<file path="src/rtl/itr_pkg.sv">
// itr_pkg: widths, ascii codes, controller states and the command and status
// structs shared by the integer-to-radix-text block
// depends on nothing
`default_nettype none

package itr_pkg;

    localparam int VALUE_BITS = 32;
    localparam int RADIX_W    = 6;
    localparam int CHAR_W     = 8;
    localparam int CNT_W      = $clog2(VALUE_BITS + 1);
    localparam int ADDR_W     = $clog2(VALUE_BITS);
    localparam int BIT_W      = $clog2(VALUE_BITS);

    localparam logic [CHAR_W-1:0]  CHAR_ZERO     = 8'h30;
    localparam logic [CHAR_W-1:0]  CHAR_LETTER_A = 8'h61;
    localparam logic [CHAR_W-1:0]  CHAR_MINUS    = 8'h2d;
    localparam logic [CHAR_W-1:0]  CHAR_NONE     = 8'h00;
    localparam logic [RADIX_W-1:0] DECIMAL_RADIX = 6'd10;
    localparam logic [RADIX_W-1:0] DIGIT_TEN     = 6'd10;
    localparam logic [RADIX_W-1:0] RADIX_MIN     = 6'd2;
    localparam logic [RADIX_W-1:0] RADIX_MAX     = 6'd36;

    typedef enum logic [2:0] {
        S_IDLE,
        S_CHECK,
        S_DIV,
        S_MINUS,
        S_READ,
        S_EMIT,
        S_ERROR
    } t_itr_state;

    // controller to datapath
    typedef struct packed {
        logic load;
        logic step;
        logic rd_issue;
        logic out_minus;
        logic out_digit;
        logic out_error;
    } t_itr_cmd;

    // datapath to controller
    typedef struct packed {
        logic bad;
        logic neg;
        logic div_done;
        logic quo_zero;
        logic cnt_zero;
        logic out_free;
    } t_itr_sts;

endpackage

`default_nettype wire

</file>
<file path="src/rtl/itr_if.sv">
// itr_in_if and itr_out_if: valid/ready channels for the input numbers and
// the output characters; depends on itr_pkg
`default_nettype none

interface itr_in_if;
    logic                                valid;
    logic                                ready;
    logic signed [itr_pkg::VALUE_BITS-1:0] value;
    logic [itr_pkg::RADIX_W-1:0]         radix;

    modport source (output valid, output value, output radix, input ready);
    modport sink   (input valid, input value, input radix, output ready);
endinterface

interface itr_out_if;
    logic                       valid;
    logic                       ready;
    logic [itr_pkg::CHAR_W-1:0] character;
    logic                       last;
    logic                       bad_radix;

    modport source (output valid, output character, output last, output bad_radix,
                    input ready);
    modport sink   (input valid, input character, input last, input bad_radix,
                    output ready);
endinterface

`default_nettype wire

</file>
<file path="src/rtl/itr_ram.sv">
// itr_ram: generic single-write, single-read ram with registered read data
// depends on nothing
`default_nettype none

module itr_ram #(
    parameter int WIDTH = 8,
    parameter int DEPTH = 32
) (
    input  wire logic                     i_clk,
    input  wire logic                     i_wr_en,
    input  wire logic [$clog2(DEPTH)-1:0] i_wr_addr,
    input  wire logic [WIDTH-1:0]         i_wr_data,
    input  wire logic                     i_rd_en,
    input  wire logic [$clog2(DEPTH)-1:0] i_rd_addr,
    output logic      [WIDTH-1:0]         o_rd_data
);

    logic [WIDTH-1:0] r_mem [DEPTH];
    logic [WIDTH-1:0] r_rd_data;

    always_ff @(posedge i_clk) begin
        if (i_wr_en) begin
            r_mem[i_wr_addr] <= i_wr_data;
        end
        if (i_rd_en) begin
            r_rd_data <= r_mem[i_rd_addr];
        end
    end

    assign o_rd_data = r_rd_data;

endmodule

`default_nettype wire

</file>
<file path="src/rtl/itr_datapath.sv">
// itr_datapath: operand registers, bit-serial restoring divider, digit stack
// and output register; depends on itr_pkg and itr_ram
`default_nettype none

module itr_datapath (
    input  wire logic                              i_clk,
    input  wire logic                              i_rst_n,
    input  wire itr_pkg::t_itr_cmd                 i_cmd,
    input  wire logic signed [itr_pkg::VALUE_BITS-1:0] i_value,
    input  wire logic [itr_pkg::RADIX_W-1:0]       i_radix,
    input  wire logic                              i_out_ready,
    output itr_pkg::t_itr_sts                      o_sts,
    output logic                                   o_out_valid,
    output logic [itr_pkg::CHAR_W-1:0]             o_character,
    output logic                                   o_last,
    output logic                                   o_bad_radix
);

    localparam int VB = itr_pkg::VALUE_BITS;
    localparam int RW = itr_pkg::RADIX_W;
    localparam int CW = itr_pkg::CHAR_W;

    logic [VB-1:0]               r_quo, n_quo;
    logic [RW-1:0]               r_rem, n_rem;
    logic [RW-1:0]               r_radix;
    logic [itr_pkg::BIT_W-1:0]   r_bit;
    logic [itr_pkg::CNT_W-1:0]   r_cnt;
    logic                        r_bad, r_neg;
    logic                        r_out_valid;
    logic [CW-1:0]               r_char;
    logic                        r_last, r_bad_out;

    logic [RW:0]                 trial;
    logic                        ge;
    logic [CW-1:0]               digit_ch;
    logic [CW-1:0]               rd_data;
    logic                        in_neg, in_bad, out_free, out_load;

    assign in_neg = (i_radix == itr_pkg::DECIMAL_RADIX) && i_value[VB-1];
    assign in_bad = (i_radix < itr_pkg::RADIX_MIN) || (i_radix > itr_pkg::RADIX_MAX);

    // one quotient bit per step
    always_comb begin
        trial = {r_rem, r_quo[VB-1]};
        ge    = trial >= {1'b0, r_radix};
        n_rem = ge ? RW'(trial - {1'b0, r_radix}) : RW'(trial);
        n_quo = {r_quo[VB-2:0], ge};
        if (n_rem < itr_pkg::DIGIT_TEN) begin
            digit_ch = itr_pkg::CHAR_ZERO + CW'(n_rem);
        end else begin
            digit_ch = itr_pkg::CHAR_LETTER_A + CW'(n_rem - itr_pkg::DIGIT_TEN);
        end
    end

    always_ff @(posedge i_clk) begin
        if (!i_rst_n) begin
            r_bit <= '0;
            r_cnt <= '0;
        end else if (i_cmd.load) begin
            r_quo   <= in_neg ? VB'(0 - i_value) : VB'(i_value);
            r_radix <= i_radix;
            r_rem   <= '0;
            r_bit   <= itr_pkg::BIT_W'(VB - 1);
            r_cnt   <= '0;
            r_bad   <= in_bad;
            r_neg   <= in_neg;
        end else if (i_cmd.step) begin
            r_quo <= n_quo;
            if (r_bit == '0) begin
                r_rem <= '0;
                r_bit <= itr_pkg::BIT_W'(VB - 1);
                r_cnt <= r_cnt + itr_pkg::CNT_W'(1);
            end else begin
                r_rem <= n_rem;
                r_bit <= r_bit - itr_pkg::BIT_W'(1);
            end
        end else if (i_cmd.rd_issue) begin
            r_cnt <= r_cnt - itr_pkg::CNT_W'(1);
        end
    end

    itr_ram #(
        .WIDTH (CW),
        .DEPTH (VB)
    ) u_digits (
        .i_clk     (i_clk),
        .i_wr_en   (i_cmd.step && (r_bit == '0)),
        .i_wr_addr (r_cnt[itr_pkg::ADDR_W-1:0]),
        .i_wr_data (digit_ch),
        .i_rd_en   (i_cmd.rd_issue),
        .i_rd_addr (itr_pkg::ADDR_W'(r_cnt - itr_pkg::CNT_W'(1))),
        .o_rd_data (rd_data)
    );

    // output register
    assign out_free = !r_out_valid || i_out_ready;
    assign out_load = i_cmd.out_minus || i_cmd.out_digit || i_cmd.out_error;

    always_ff @(posedge i_clk) begin
        if (!i_rst_n) begin
            r_out_valid <= 1'b0;
        end else if (out_load) begin
            r_out_valid <= 1'b1;
        end else if (i_out_ready) begin
            r_out_valid <= 1'b0;
        end
    end

    always_ff @(posedge i_clk) begin
        if (i_cmd.out_minus) begin
            r_char    <= itr_pkg::CHAR_MINUS;
            r_last    <= 1'b0;
            r_bad_out <= 1'b0;
        end else if (i_cmd.out_digit) begin
            r_char    <= rd_data;
            r_last    <= (r_cnt == '0);
            r_bad_out <= 1'b0;
        end else if (i_cmd.out_error) begin
            r_char    <= itr_pkg::CHAR_NONE;
            r_last    <= 1'b1;
            r_bad_out <= 1'b1;
        end
    end

    assign o_sts.bad      = r_bad;
    assign o_sts.neg      = r_neg;
    assign o_sts.div_done = (r_bit == '0);
    assign o_sts.quo_zero = (n_quo == '0);
    assign o_sts.cnt_zero = (r_cnt == '0);
    assign o_sts.out_free = out_free;

    assign o_out_valid = r_out_valid;
    assign o_character = r_char;
    assign o_last      = r_last;
    assign o_bad_radix = r_bad_out;

endmodule

`default_nettype wire

</file>
<file path="src/rtl/itr_ctrl.sv">
// itr_ctrl: sequencer for load, division, sign, digit readout and error
// depends on itr_pkg
`default_nettype none

module itr_ctrl (
    input  wire logic              i_clk,
    input  wire logic              i_rst_n,
    input  wire logic              i_in_valid,
    input  wire itr_pkg::t_itr_sts i_sts,
    output logic                   o_in_ready,
    output itr_pkg::t_itr_cmd      o_cmd
);

    itr_pkg::t_itr_state r_state, n_state;

    always_ff @(posedge i_clk) begin
        if (!i_rst_n) begin
            r_state <= itr_pkg::S_IDLE;
        end else begin
            r_state <= n_state;
        end
    end

    always_comb begin
        n_state    = r_state;
        o_in_ready = 1'b0;
        o_cmd      = '0;
        unique case (r_state)
            itr_pkg::S_IDLE: begin
                o_in_ready = 1'b1;
                if (i_in_valid) begin
                    o_cmd.load = 1'b1;
                    n_state    = itr_pkg::S_CHECK;
                end
            end
            itr_pkg::S_CHECK: begin
                n_state = i_sts.bad ? itr_pkg::S_ERROR : itr_pkg::S_DIV;
            end
            itr_pkg::S_DIV: begin
                o_cmd.step = 1'b1;
                if (i_sts.div_done && i_sts.quo_zero) begin
                    n_state = i_sts.neg ? itr_pkg::S_MINUS : itr_pkg::S_READ;
                end
            end
            itr_pkg::S_MINUS: begin
                if (i_sts.out_free) begin
                    o_cmd.out_minus = 1'b1;
                    n_state         = itr_pkg::S_READ;
                end
            end
            itr_pkg::S_READ: begin
                o_cmd.rd_issue = 1'b1;
                n_state        = itr_pkg::S_EMIT;
            end
            itr_pkg::S_EMIT: begin
                if (i_sts.out_free) begin
                    o_cmd.out_digit = 1'b1;
                    n_state = i_sts.cnt_zero ? itr_pkg::S_IDLE : itr_pkg::S_READ;
                end
            end
            itr_pkg::S_ERROR: begin
                if (i_sts.out_free) begin
                    o_cmd.out_error = 1'b1;
                    n_state         = itr_pkg::S_IDLE;
                end
            end
            default: begin
                n_state = itr_pkg::S_IDLE;
            end
        endcase
    end

endmodule

`default_nettype wire

</file>
<file path="src/rtl/integer_to_radix_text.sv">
// integer_to_radix_text: top level, joins the controller and the datapath
// to the input and output channels; depends on itr_pkg, itr_if, itr_ctrl,
// itr_datapath
`default_nettype none

// Converts a 32-bit two's-complement value to ascii text in a radix from 2 to
// 36, one character per output transfer, most significant digit first, with
// lower-case letters for digits above 9. In radix 10 a negative value comes
// out as '-' then its magnitude (the most negative value gives 2147483648);
// in every other radix the bit pattern is converted as unsigned. The final
// character of each number has last set. A radix outside 2 to 36 gives a
// single transfer with character 0, last and bad_radix set. One number is
// worked on at a time: the input is ready again once the last character has
// been loaded into the output register, so the next number can be taken while
// that character still waits. Each digit comes from a restoring divider that
// retires one quotient bit per cycle. Digits come out of the divider least
// significant first and go onto a 32-entry stack ram, which is then read back
// top down through its registered read port, one read per character.
module integer_to_radix_text (
    input  wire logic  i_clk,
    input  wire logic  i_rst_n,
    itr_in_if.sink     i_in,
    itr_out_if.source  o_out
);

    itr_pkg::t_itr_cmd cmd;
    itr_pkg::t_itr_sts sts;
    logic              in_ready;

    // sequencer: accept, divide, emit sign, read back digits, or report a bad radix
    itr_ctrl u_ctrl (
        .i_clk      (i_clk),
        .i_rst_n    (i_rst_n),
        .i_in_valid (i_in.valid),
        .i_sts      (sts),
        .o_in_ready (in_ready),
        .o_cmd      (cmd)
    );

    // divider, digit stack and output register
    itr_datapath u_datapath (
        .i_clk       (i_clk),
        .i_rst_n     (i_rst_n),
        .i_cmd       (cmd),
        .i_value     (i_in.value),
        .i_radix     (i_in.radix),
        .i_out_ready (o_out.ready),
        .o_sts       (sts),
        .o_out_valid (o_out.valid),
        .o_character (o_out.character),
        .o_last      (o_out.last),
        .o_bad_radix (o_out.bad_radix)
    );

    assign i_in.ready = in_ready;

    // only one number in flight: no second input transfer right after one
    a_one_in_flight: assert property (@(posedge i_clk) disable iff (!i_rst_n)
        (i_in.valid && i_in.ready) |=> !i_in.ready)
        else $error("input accepted while a number is still in progress");

    // an error result is a single zero character marked last
    a_error_form: assert property (@(posedge i_clk) disable iff (!i_rst_n)
        (o_out.valid && o_out.bad_radix) |->
            (o_out.character == itr_pkg::CHAR_NONE) && o_out.last)
        else $error("bad radix result not a lone zero character");

    // a valid character is never the zero code
    a_char_nonzero: assert property (@(posedge i_clk) disable iff (!i_rst_n)
        (o_out.valid && !o_out.bad_radix) |-> (o_out.character != itr_pkg::CHAR_NONE))
        else $error("zero character on a good result");

    // while a number is being divided the output register gets nothing new
    a_no_out_during_div: assert property (@(posedge i_clk) disable iff (!i_rst_n)
        cmd.step |-> !(cmd.out_minus || cmd.out_digit || cmd.out_error))
        else $error("output load during division");

endmodule

`default_nettype wire

</file>
<file path="src/flat_wrapper.sv">
// flat-port wrapper written by rule: the top's interface ports become plain ports
module integer_to_radix_text_flat 
  (i_clk, i_rst_n, i_in_valid, i_in_value, i_in_radix, i_in_ready, o_out_valid, o_out_character, o_out_last, o_out_bad_radix, o_out_ready);
  itr_in_if i_in_i ();
  itr_out_if o_out_i ();
  input  wire logic i_clk;
  input  wire logic i_rst_n;
  input wire logic [$bits(i_in_i.valid)-1:0] i_in_valid;
  input wire logic [$bits(i_in_i.value)-1:0] i_in_value;
  input wire logic [$bits(i_in_i.radix)-1:0] i_in_radix;
  output wire logic [$bits(i_in_i.ready)-1:0] i_in_ready;
  output wire logic [$bits(o_out_i.valid)-1:0] o_out_valid;
  output wire logic [$bits(o_out_i.character)-1:0] o_out_character;
  output wire logic [$bits(o_out_i.last)-1:0] o_out_last;
  output wire logic [$bits(o_out_i.bad_radix)-1:0] o_out_bad_radix;
  input wire logic [$bits(o_out_i.ready)-1:0] o_out_ready;
  assign i_in_i.valid = i_in_valid;
  assign i_in_i.value = i_in_value;
  assign i_in_i.radix = i_in_radix;
  assign i_in_ready = i_in_i.ready;
  assign o_out_valid = o_out_i.valid;
  assign o_out_character = o_out_i.character;
  assign o_out_last = o_out_i.last;
  assign o_out_bad_radix = o_out_i.bad_radix;
  assign o_out_i.ready = o_out_ready;
  integer_to_radix_text u_core (.i_clk(i_clk), .i_rst_n(i_rst_n), .i_in(i_in_i), .o_out(o_out_i));
endmodule
</file>
<file path="config.mk">
export PLATFORM = sky130hd
export DESIGN_NAME = integer_to_radix_text_flat
export DESIGN_NICKNAME = d
export VERILOG_FILES = /design/src/rtl/itr_pkg.sv /design/src/rtl/itr_if.sv /design/src/rtl/itr_ram.sv /design/src/rtl/itr_datapath.sv /design/src/rtl/itr_ctrl.sv /design/src/rtl/integer_to_radix_text.sv /design/src/flat_wrapper.sv
export SDC_FILE = /design/constraint.sdc
export NUM_CORES = 1
export LEC_CHECK = 0
export CAP_MARGIN = 40
export CORE_MARGIN = 1.5
export CORE_UTILIZATION = 48
export DETAILED_ROUTE_END_ITERATION = 6
export DONT_BUFFER_PORTS = 1
export GPL_ROUTABILITY_DRIVEN = 0
export MAX_ROUTING_LAYER = met4
export SLEW_MARGIN = 5
export SYNTH_ARGS = -nofsm -noshare
export SYNTH_HDL_FRONTEND = slang
export SYNTH_HIERARCHICAL = 1
export SYNTH_SLANG_ARGS = --single-unit
</file>
<file path="constraint.sdc">
create_clock -name i_clk -period 14.5 [get_ports i_clk]
set_input_delay 1.45 -clock i_clk [delete_from_list [all_inputs] [get_ports i_clk]]
set_output_delay 1.45 -clock i_clk [all_outputs]
set_load 0.05 [all_outputs]
</file>
==> metrics.md, run 1 <==
| Metric | Value |
|---|---|
| Seq cells post-synth | `335` |
| Die Ht | `180 um` |
| Starting density of the core | `48.9%` |
| First-pass GRT wire length | `50200 um` |
| Ys async rst share | `0%` |
| Crit path DAT | `4.60 ns` |
| Post-CTS Setup Inserts | `0` |
| Placed instance count | `1353` |
| Crit. End Element | `register` |
| Total core area | `0.0307 mm^2` |
| CP peak stage delay | `0.58 ns` |
| Setup Viol. Count Final | `0` |
| Power share of the sequential group | `45.0%` |
| I/O pin cnt | `54` |
| H-tree depth | `2` |
| Site Rows | `64` |
| Sw power | `1.02 mW` |
| Gr ovfl total | `0` |
| Die Span X | `180 um` |
| Hold Fails Final Rpt | `0` |
| Cts hold-fix bufs | `0` |
| Cells after Synth | `955` |
| Power Total | `3.27 mW` |
| Mapped Nets | `1013` |
| Setup ws final | `10.20 ns` |
| Synth cell types | `84` |
| Final Instance Area | `0.0170 mm^2` |
| Maximum vdd drop | `0.0000970 V` |
| Final worst path period need | `4.30 ns` |
| CTS buffer count | `36` |
| Netlist Area Pre-Place | `0.0150 mm^2` |
| Post-synth top cells | `edfxtp_1, nor2_1, mux4_2` |
| Vias | `8339` |
| Worst Path Required | `14.80 ns` |
| DRT Pass-1 Iters | `5` |
| Most common cell in the netlist | `edfxtp_1` |
| Share of layout cells above drive strength 1 | `23.3%` |
| Fin. max-slew vios | `0` |
| Reg2reg setup slack | `10.20 ns` |
| GRT Total Usage | `21.0%` |
| Ant diodes | `0` |
| Status | `complete, no violations` |
| Critical path's slowest cell | `ha_1` |
| LEAKAGE | `5.64 nW` |
| Sink Count | `335` |
| Combinational share of power | `26.5%` |
| YS warnings | `6` |
| Area contributors post-synth | `edfxtp_1, mux4_2, dfxtp_1, nor2_1, a21oi_1` |
| Met2 Use GR | `31.8%` |
| Nets | `1053` |
| Clk Latency, worst-skew pair | `0.52 ns` |
| Worst rel slew slack | `40.0%` |
| Area share of the largest cell type after synthesis | `62.1%` |
| RSZ-0062 raised after global routing | `false` |
| Avg Vias per Cell | `5.88` |
| Top FF cell, synth | `edfxtp_1` |
| Non-filler cells in the finished layout | `1418` |
| Worst Hold Depth | `2` |
| Number of global-route vias before repair | `8375` |
| Startpoint Class | `register` |
| Max frequency | `233 MHz` |
| Max Clock Skew | `0.0162 ns` |
| Final setup TNS | `0 ns` |
| Clk slew on worst S/H paths | `0.06 ns` |
| Most crowded layer after global routing | `met2` |
| Actual slew at the worst max-slew pin | `0.897 ns` |
| Syn_area_per_cell | `15.7 um^2` |
| Critical path class | `register to register` |
| Routed len/inst | `22.8 um` |
| Post-CTS sizing | `0` |
| Antenna viol nets, final | `0` |
| DRC | `0` |
| Maxcap violations | `0` |
| Routed wire length | `32300 um` |
| Layout area overhead | `13.2%` |
| Worst r2r dst | `u_core/u_datapath/u_digits/r_mem[0][2]` |
| Clock Path Buffers | `3` |
| Met1 usage | `30.3%` |
| Cells on worst reg2reg path | `12` |
| Seq/Total Area, Yosys | `65.4%` |
| P per Cell Area | `192 mW/mm^2` |
| Placed cell areas | `0.0158 mm^2` |
| Pin count of the biggest net entering global routing | `74` |
| Sw frac | `31.2%` |
| HPWL after DPL | `21800 um` |
| Post-synth EDFFs | `310` |
| Hold Startpoint | `u_core/u_datapath/u_digits/o_rd_data[3]` |
| Worst min-delay path class | `register to register` |
| Antenna violations before repair | `3` |
| CTS tree | `yes` |
| 1st-iter DRT viols | `671` |
| Clock Power Share | `28.5%` |
| CP Max Fanout | `32` |
| Setup Slack @ Placement | `10.22 ns` |
| Root Driver | `clkbuf_16` |
| Worst-path cell chain | `ha_1 -> nand4b_4 -> o31ai_2 -> buf_4 -> mux2_2 -> inv_2 -> ha_1 -> inv_1 -> a31oi_2 -> nor2_1 -> a21oi_2 -> buf_4` |
| Reg-to-reg startpoint | `u_core/u_datapath/r_rem[3]` |
| Beginning of the critical path | `u_core/u_datapath/r_rem[3]` |
| Port Buffers | `0` |
| Hold EP | `u_core/u_datapath/o_character[3]` |
| Fin crit share | `29.6%` |
| Cell taking the most area after synthesis | `edfxtp_1` |
| Int Pwr | `2.25 mW` |
| Die area | `0.0323 mm^2` |
| M3 GR Usage | `2.78%` |
-- power groups by stage --
stage | combinational [mW] | clock [mW] | sequential (mW)
final | 0.866 | 0.933 | 1.47
after global routing | 0.953 | 0.989 | 1.47
after CTS | 0.877 | 0.953 | 1.47
after detailed placement | 0.877 | 0 | 1.49
after global placement | 0.830 | 0 | 1.49
after floorplan | 0.558 | 0 | 1.48
-- cell families (layout without fill, tap and decap cells) --
| logic type | after synthesis | after routing | share of synthesized area (%) |
|---|---|---|---|
| and+or+nand+nor | 231 | 231 | 7.92 |
| muxes | 96 | 96 | 13.2 |
| adders and majority gates | 16 | 16 | 1.38 |
| buffers and inverters | 81 | 148 | 2.59 |
| DFF | 335 | 335 | 65.4 |
| AOI/OAI and AO/OA | 152 | 152 | 6.94 |
| xor gates and xnor gates | 44 | 44 | 2.57 |
-- flip-flops by register name (all words and copies together) (netlist names) --
signal / count
u_core/u_datapath/r_neg: 1
u_core/u_datapath/o_bad_radix: 1
u_core/u_datapath/r_quo: 32
u_core/u_datapath/r_radix: 6
u_core/u_datapath/u_digits/r_mem: 256
u_core/u_ctrl/r_state: 3
u_core/u_datapath/r_bit: 5
u_core/u_datapath/r_cnt: 6
u_core/u_datapath/o_character: 8
u_core/u_datapath/o_out_valid: 1
u_core/u_datapath/r_bad: 1
u_core/u_datapath/o_last: 1
u_core/u_datapath/u_digits/o_rd_data: 8
u_core/u_datapath/r_rem: 6
-- metrics by stage --
| step | util [%] | hold slack, ns |
|---|---|---|
| 6_report | 55.4 | 0.485 |
| 2_1_floorplan | - | 0.436 |
| 3_5_place_dp | 51.4 | 0.475 |
| 4_1_cts | 55.4 | 0.489 |
| 3_3_place_gp | 50.2 | 0.460 |
| 5_1_grt | 55.4 | 0.517 |
-- worst max path at each step --
| stage | to | slack [ns] |
|---|---|---|
| floorplan | u_core/u_datapath/u_digits/r_mem[0][4] | 9.95 |
| global placement | u_core/u_datapath/u_digits/r_mem[6][4] | 9.83 |
| detailed placement | u_core/u_datapath/r_quo[4] | 10.22 |
| CTS | u_core/u_datapath/u_digits/r_mem[0][2] | 10.27 |
| global route | u_core/u_datapath/u_digits/r_mem[0][2] | 9.93 |
| finish | u_core/u_datapath/u_digits/r_mem[0][2] | 10.20 |
-- placed cells by master (no fill, tap or decap), types with 7 or more instances in the layout --
cell       instances
a21oi_1           58
buf_4             39
buf_6              8
clkbuf_16         37
dfxtp_1           25
edfxtp_1         310
ha_1              15
inv_1             28
mux2_2            10
mux4_2            80
nand2_1           25
nand2b_1          13
nand3_1           10
nor2_1           104
nor3_1            18
nor4_1            12
o21a_1            12
o21ai_0           18
o31ai_1            7
xnor2_1           18
xor2_1            23
-- per-layer routing --
metal	vias up	routed length [um]
met5	-	0
met4	0	553
met3	46	1500
met2	195	15500
met1	4273	14800
li1	3825	-
-- layout make-up --
cell class                 count  area [um^2]
timing repair buffer          51          473
multi-input combinational    539         4870
clock buffer                  41          941
clock inverter                24          270
tap                          396          495
fill                        2443        13700
inverter                      32          123
sequential                   335         9810
-- worst max-delay path: cells and delay by family, from the launching register on --
family | cells | cell delay, ns
buffers and inverters | 4 | 0.87
AO/OA/AOI/OAI | 3 | 1.07
adder cells (fa/ha/maj) | 2 | 0.94
flip-flops | 1 | 0.49
multiplexers | 1 | 0.40
AND/OR/NAND/NOR | 2 | 0.29
Power figures use the tool's default switching activity.
==> inputs of run 2 (changes only) <==
--- a/config.mk
+++ b/config.mk
@@ -12,6 +12,7 @@
 export DONT_BUFFER_PORTS = 1
 export GPL_ROUTABILITY_DRIVEN = 0
 export MAX_ROUTING_LAYER = met4
+export PLACE_DENSITY = 0.65
 export SLEW_MARGIN = 5
 export SYNTH_ARGS = -nofsm -noshare
 export SYNTH_HDL_FRONTEND = slang
==> constraint.sdc (replaced) <==
create_clock -name i_clk -period 3.6 [get_ports i_clk]
set_input_delay 0.36 -clock i_clk [delete_from_list [all_inputs] [get_ports i_clk]]
set_output_delay 0.36 -clock i_clk [all_outputs]
set_load 0.05 [all_outputs]
==> metrics.md, run 2 (synthesis results as in run 1) <==
| Metric | Value |
|---|---|
| LEAKAGE | `6.03 nW (+7.0%)` |
| Int Pwr | `9.89 mW (+340%)` |
| Critical path class | `register to register` |
| Most common cell after layout, fill and taps aside | `edfxtp_1` |
| Combinational share of power | `33.7% (+7.2 points)` |
| Largest registers | `u_core/u_datapath/u_digits/r_mem: 256 flops, u_core/u_datapath/r_quo: 32 flops` |
| Sw frac | `30.7% (-0.43 points)` |
| Status | `complete, no violations` |
| CP Max Fanout | `6 (-81%)` |
| Share of layout cells above drive strength 1 | `28.8% (+5.5 points)` |
| Max reg flops | `256 (unchanged)` |
| Maxcap violations | `0 (unchanged)` |
| Antenna viol nets, final | `0 (unchanged)` |
| Max Clock Skew | `0.0181 ns (+0.00193 ns)` |
| RSZ-0062 raised after global routing | `true` |
| Met1 usage | `28.4% (-1.9 points)` |
| P per Cell Area | `805 mW/mm^2 (+320%)` |
| Number of global-route vias before repair | `8673 (+3.6%)` |
| I/O pin cnt | `54 (unchanged)` |
| Antenna violations before repair | `1 (-2)` |
| Pin count of the biggest net entering global routing | `68 (-8.1%)` |
| Setup Viol. Count Final | `0 (unchanged)` |
| Port Buffers | `0 (unchanged)` |
| Worst rel slew slack | `51.6% (+12 points)` |
| Clock Path Buffers | `3 (unchanged)` |
| HPWL after DPL | `20600 um (-5.2%)` |
| Clock Power Share | `25.0% (-3.5 points)` |
| Placed instance count | `1405 (+3.8%)` |
| Layout area overhead | `18.3%` |
| Sw power | `4.39 mW (+330%)` |
| Most frequent cells in the layout | `edfxtp_1, nor2_1, buf_4` |
| Fin crit share | `97.7% (+68 points)` |
| First-pass GRT wire length | `50000 um (-0.45%)` |
| Power Total | `14.3 mW (+340%)` |
| H-tree depth | `2 (unchanged)` |
| Most crowded layer after global routing | `met2` |
| Actual slew at the worst max-slew pin | `0.721 ns (-0.176 ns)` |
| Startpoint Class | `register` |
| CP peak stage delay | `0.46 ns (-0.12 ns)` |
| Crit. End Element | `register` |
| Worst min-delay path class | `primary input to register` |
| Root Driver | `clkbuf_16` |
| Clk slew on worst S/H paths | `0.06 ns (about the same)` |
| CTS tree | `yes` |
| Routed len/inst | `21.7 um (-5.0%)` |
| Routed wire length | `32400 um (about the same)` |
| Crit path DAT | `3.90 ns (-0.70 ns)` |
| Avg Vias per Cell | `5.77 (-2.0%)` |
| Critical path's slowest cell | `or4b_1` |
| Gr ovfl total | `0 (unchanged)` |
| Largest Register | `u_core/u_datapath/u_digits/r_mem` |
| Die area | `0.0323 mm^2 (unchanged)` |
| Fin. max-slew vios | `0 (unchanged)` |
| Nets | `1129 (+7.2%)` |
| Maximum vdd drop | `0.000566 V (+480%)` |
| Vias | `8613 (+3.3%)` |
| Hold Fails Final Rpt | `0 (unchanged)` |
| GRT Total Usage | `20.9% (-0.098 points)` |
| Power share of the sequential group | `41.3% (-3.7 points)` |
| Worst-path cell chain | `inv_2 -> ha_4 -> inv_2 -> fa_2 -> a21o_1 -> buf_6 -> a21o_1 -> or4b_1 -> a32o_2 -> a41oi_2 -> mux2_4 -> a22oi_2 -> buf_6 -> bufbuf_16` |
| Max frequency | `284 MHz (+22%)` |
| CTS buffer count | `36 (unchanged)` |
| 1st-iter DRT viols | `774 (+15%)` |
| DRT Pass-1 Iters | `5 (unchanged)` |
| Starting density of the core | `48.9% (unchanged)` |
| Site Rows | `64 (unchanged)` |
| Total core area | `0.0307 mm^2 (unchanged)` |
| Met2 Use GR | `33.1% (+1.3 points)` |
| Clk Latency, worst-skew pair | `0.51 ns (about the same)` |
| Die Ht | `180 um (unchanged)` |
| Sink Count | `335 (unchanged)` |
| Worst Path Required | `3.99 ns (-10.81 ns)` |
| DRC | `0 (unchanged)` |
| Die Span X | `180 um (unchanged)` |
| Final worst path period need | `3.52 ns (-0.780 ns)` |
| M3 GR Usage | `3.22% (+0.45 points)` |
| Non-filler cells in the finished layout | `1494 (+5.4%)` |
==> run 2: per-layer routing <==
metal | part of all wire (%) | wire length (um)
met3 | 5.8 | 1880
met2 | 49 | 15900
met5 | 0 | 0
met1 | 43 | 13800
met4 | 2.2 | 711
==> run 2: critical path, delay by kind of cell (launching register included) <==
kind                     cells  cell delay, ns
AND/OR/NAND/NOR              1            0.46
AO/OA/AOI/OAI                5            1.07
buffers and inverters        5            0.65
flip-flops                   1            0.40
multiplexers                 1            0.33
adder cells (fa/ha/maj)      2            0.48
==> run 2: worst paths after layout <==
check / from / slack (ns) / end / depth (start not counted)
worst max register to register: u_core/u_datapath/r_quo[31] / 0.08 / u_core/u_datapath/u_digits/r_mem[10][5] / 14
worst max-delay path: u_core/u_datapath/r_quo[31] / 0.08 / u_core/u_datapath/u_digits/r_mem[10][5] / 14
worst min-delay path: i_rst_n / 0.02 / u_core/u_ctrl/r_state[1] / 2
worst min register to register: u_core/u_datapath/u_digits/o_rd_data[3] / 0.46 / u_core/u_datapath/o_character[3] / 2
==> run 2: area by class of cell <==
type                    count  area [um^2]
multi-input cells         539         4990
flip-flops and latches    335         9810
inverters                  32          123
well taps                 396          495
repair buffers            127         1180
diodes                      1         2.50
clock inverters            17          169
fillers                  2347        12900
clock buffers              47          973
==> run 2: per-stage QoR <==
stage / setup TNS [ns] / instance area, um^2 / worst slack (ns) / hold slack (ns) / util [%]
after detailed placement: -8.87 / 16200 / -0.251 / 0.453 / 52.8
after global routing: -1.93 / 17700 / -0.0604 / 0.0241 / 57.8
after global placement: -11.61 / 16200 / -0.337 / 0.445 / 52.8
final: 0 / 17700 / 0.0825 / 0.0225 / 57.8
after floorplan: -7.23 / 15100 / -0.127 / 0.436 / -
after CTS: 0 / 17600 / 0.0205 / 0.00616 / 57.5
==> run 2: timing repair <==
| action | in CTS | in global routing |
|---|---|---|
| hold buffers | 7 | 0 |
| setup endpoints to repair | 96 | 64 |
| pin swaps | 8 | 8 |
| cloned | 3 | 0 |
| resized for setup | 17 | 10 |
| hold endpoints to repair | 14 | 0 |
| buffers inserted | 10 | 6 |
==> run 2: power groups by stage <==
stage          registers [mW]  clock network [mW]  logic, mW
2_1_floorplan            5.95                   0       2.34
3_3_place_gp             5.98                   0       3.94
3_5_place_dp             5.98                   0       4.08
4_1_cts                  5.90                3.64       4.76
5_1_grt                  5.92                3.79       5.21
6_report                 5.90                3.57       4.81
==> inputs of run 3 (changes only) <==
--- a/config.mk
+++ b/config.mk
@@ -5,16 +5,15 @@
 export SDC_FILE = /design/constraint.sdc
 export NUM_CORES = 1
 export LEC_CHECK = 0
+export BUFFER_PORTS_ARGS = -buffer_cell sky130_fd_sc_hd__buf_2
 export CAP_MARGIN = 40
 export CORE_MARGIN = 1.5
 export CORE_UTILIZATION = 48
 export DETAILED_ROUTE_END_ITERATION = 6
-export DONT_BUFFER_PORTS = 1
 export GPL_ROUTABILITY_DRIVEN = 0
 export MAX_ROUTING_LAYER = met4
-export PLACE_DENSITY = 0.65
+export PLACE_DENSITY = 0.67
 export SLEW_MARGIN = 5
 export SYNTH_ARGS = -nofsm -noshare
 export SYNTH_HDL_FRONTEND = slang
-export SYNTH_HIERARCHICAL = 1
 export SYNTH_SLANG_ARGS = --single-unit
==> metrics.md, run 3 <==
| Metric | Value |
|---|---|
| Status | `complete, no violations` |
| Setup ws final | `0.0653 ns (-0.0172 ns)` |
| M3 GR Usage | `3.86% (+0.64 points)` |
| First-pass GRT wire length | `49400 um (-1.1%)` |
| Crit. End Element | `register` |
| Most common cell in the netlist | `edfxtp_1` |
| Max frequency | `283 MHz (-0.49%)` |
| Pin count of the biggest net entering global routing | `70 (+2.9%)` |
| Starting density of the core | `48.5% (-0.41 points)` |
| Total core area | `0.0304 mm^2 (-0.78%)` |
| Die Ht | `178 um (-0.80%)` |
| Die area | `0.0318 mm^2 (-1.6%)` |
| Routed len/inst | `21.8 um (+0.51%)` |
| Area contributors post-synth | `edfxtp_1, mux4_2, dfxtp_1, nor2_1, o21ai_0` |
| LEAKAGE | `5.78 nW (-4.2%)` |
| Netlist Area Pre-Place | `0.0148 mm^2 (-1.6%)` |
| Worst Hold Depth | `1 (-1)` |
| Setup Slack @ Placement | `-0.0327 ns (+0.218 ns)` |
| Reg area | `0.00981 mm^2 (about the same)` |
| Maximum vdd drop | `0.000793 V (+40%)` |
| Worst Path Required | `3.98 ns (about the same)` |
| Startpoint Class | `register` |
| H-tree depth | `2 (unchanged)` |
| CP peak stage delay | `0.52 ns (+0.06 ns)` |
| Antenna viol nets, final | `0 (unchanged)` |
| Post-synth top cells | `edfxtp_1, nor2_1, mux4_2` |
| P per Cell Area | `1090 mW/mm^2 (+35%)` |
| Cells after Synth | `941 (-1.5%)` |
| Most crowded layer after global routing | `met2` |
| Met1 usage | `29.6% (+1.2 points)` |
| Maxcap violations | `0 (unchanged)` |
| Critical path's slowest cell | `or4_4` |
| Routed wire length | `32600 um (+0.65%)` |
| Post-synth EDFFs | `310 (unchanged)` |
| Most frequent cells in the layout | `edfxtp_1, nor2_1, mux4_2` |
| Clk Latency, worst-skew pair | `0.53 ns (+0.02 ns)` |
| Layout area overhead | `17.6%` |
| Port Buffers | `53 (+53)` |
| Max Clock Skew | `0.0186 ns (+0.000492 ns)` |
| Footprint of the multi-input gates | `0.00488 mm^2 (-2.2%)` |
| Mapped Nets | `1000 (-1.3%)` |
| YS warnings | `0 (-6)` |
| Worst rel slew slack | `48.8% (-2.8 points)` |
| Crit path DAT | `3.92 ns (+0.02 ns)` |
| DRC | `0 (unchanged)` |
| Fin. max-slew vios | `0 (unchanged)` |
| Setup Viol. Count Final | `0 (unchanged)` |
| Nets | `1134 (+0.44%)` |
| Vias | `8687 (+0.86%)` |
| CTS tree | `yes` |
| HPWL after DPL | `20800 um (+0.96%)` |
| Reg-to-reg startpoint | `u_core.u_datapath.r_rem[2]` |
| Die Span X | `178 um (-0.80%)` |
| Placed instance count | `1422 (+1.2%)` |
| Fin crit share | `98.2% (+0.48 points)` |
| Synth cell types | `68 (-19%)` |
| Max reg flops | `256 (unchanged)` |
| Clock Path Buffers | `3 (unchanged)` |
| Seq cells post-synth | `335 (unchanged)` |
| Cell taking the most area after synthesis | `edfxtp_1` |
| Fillers | `2353 (+0.26%)` |
| Clk slew on worst S/H paths | `0.06 ns (about the same)` |
| Site Rows | `64 (unchanged)` |
| Largest Register | `u_core.u_datapath.u_digits.r_mem` |
| Avg Vias per Cell | `5.81 (+0.72%)` |
| CP Max Fanout | `8 (+2)` |
| Non-filler cells in the finished layout | `1496 (+0.13%)` |
| Antenna violations before repair | `2 (+1)` |
| Most common cell after layout, fill and taps aside | `edfxtp_1` |
| DRT Pass-1 Iters | `5 (unchanged)` |
| Area share of the largest cell type after synthesis | `63.1% (+1.0 points)` |
| Worst min-delay path class | `primary input to register` |
| Hold Startpoint | `i_in_radix[2]` |
| Seq/Total Area, Yosys | `66.5% (+1.1 points)` |
| Final worst path period need | `3.53 ns (+0.0172 ns)` |
| GRT Total Usage | `21.5% (+0.64 points)` |
| Fin util | `57.0% (-0.80 points)` |
| Share of layout cells above drive strength 1 | `28.2% (-0.62 points)` |
| Top FF cell, synth | `edfxtp_1` |
| Actual slew at the worst max-slew pin | `0.762 ns (+0.0407 ns)` |
| Gr ovfl total | `0 (unchanged)` |
| Syn_area_per_cell | `15.7 um^2 (-0.15%)` |
| Number of global-route vias before repair | `8510 (-1.9%)` |
| Largest registers | `u_core.u_datapath.u_digits.r_mem: 256 flops, u_core.u_datapath.r_quo: 32 flops` |
| Power Total | `18.9 mW (+32%)` |
| Ys async rst share | `0% (unchanged)` |
| I/O pin cnt | `54 (unchanged)` |
| CTS buffer count | `37 (+2.8%)` |
| Ant diodes | `0 (-1)` |
| Sink Count | `335 (unchanged)` |
| Hold EP | `u_core.u_datapath.r_radix[2]` |
| Worst r2r dst | `u_core.u_datapath.u_digits.r_mem[29][4]` |
| Root Driver | `clkbuf_16` |
| Met2 Use GR | `33.4% (+0.35 points)` |
| Hold Fails Final Rpt | `0 (unchanged)` |
| 1st-iter DRT viols | `706 (-8.8%)` |
| Cells on worst reg2reg path | `10 (-4)` |
| Worst-path cell chain | `ha_4 -> nand4b_4 -> o31ai_4 -> mux2i_1 -> ha_1 -> nand2b_4 -> or4_4 -> a311o_1 -> o21ai_4 -> clkbuf_16` |
| Critical path class | `register to register` |
| Reg2reg setup slack | `0.07 ns (-0.02 ns)` |
## run 3: kinds of logic after synthesis
group                      after synthesis  synth area share (%)
xor gates and xnor gates                44                  2.61
and+or+nand+nor                        237                  7.78
DFF                                    335                  66.5
adders and majority gates               17                  1.49
muxes                                   94                  13.2
buffers and inverters                   67                  1.75
AOI/OAI and AO/OA                      147                  6.66
## run 3: critical path: cells and delay by family, from the launching register on
kind	cells	cell delay, ns
buf+inv	1	0.23
flops	1	0.44
fa+ha+maj	2	0.61
simple gates	3	0.80
mux	1	0.32
compound gates	3	0.98
## run 3: where the power goes
group	switching, mW	internal (mW)
clock	1.46	2.01
combinational	5.14	3.20
sequential	0.239	6.81
## run 3: worst max path at each step
stage,startpoint,to,slack [ns],cells after the start
after floorplan,u_core.u_datapath.r_rem[3],u_core.u_datapath.u_digits.r_mem[0][2],-0.09,11
after global placement,u_core.u_datapath.r_rem[3],u_core.u_datapath.u_digits.r_mem[7][3],0.10,11
after detailed placement,u_core.u_datapath.r_rem[3],u_core.u_datapath.u_digits.r_mem[4][3],-0.03,11
after CTS,u_core.u_datapath.r_rem[3],u_core.u_datapath.u_digits.r_mem[24][4],0.02,11
after global routing,u_core.u_datapath.r_radix[0],u_core.u_datapath.u_digits.r_mem[29][4],-0.02,11
final,u_core.u_datapath.r_rem[2],u_core.u_datapath.u_digits.r_mem[29][4],0.07,10
## run 3: area by class of cell
class	count	share of cell area, %
repair buffers	137	5.59
inverters	24	0.519
well taps	396	2.85
flip-flops and latches	335	56.5
clock inverters	12	0.447
multi-input cells	540	28.1
clock buffers	52	5.95
## run 3: repair_timing
item	4_1_cts	5_1_grt
setup buffers	0	6
cloned	1	3
gates resized for setup	1	15
endpoints found under the setup margin	32	98
hold buffers	0	0
pin swaps	1	5
## run 3: metal layers
metal	part of all wire [%]	routed length [um]
met1	43	14100
met4	2.0	665
met5	0	0
met2	47	15500
met3	7.2	2340
## run 3: stage by stage
stage / area, um^2 / hold WS, ns / TNS (ns)
after floorplan: 14800 / 0.459 / -8.87
final: 17400 / 0.0803 / 0
after detailed placement: 16000 / 0.481 / -0.998
after global placement: 16000 / 0.469 / 0
after global routing: 17400 / 0.0703 / -0.167
after CTS: 17200 / 0.0549 / 0
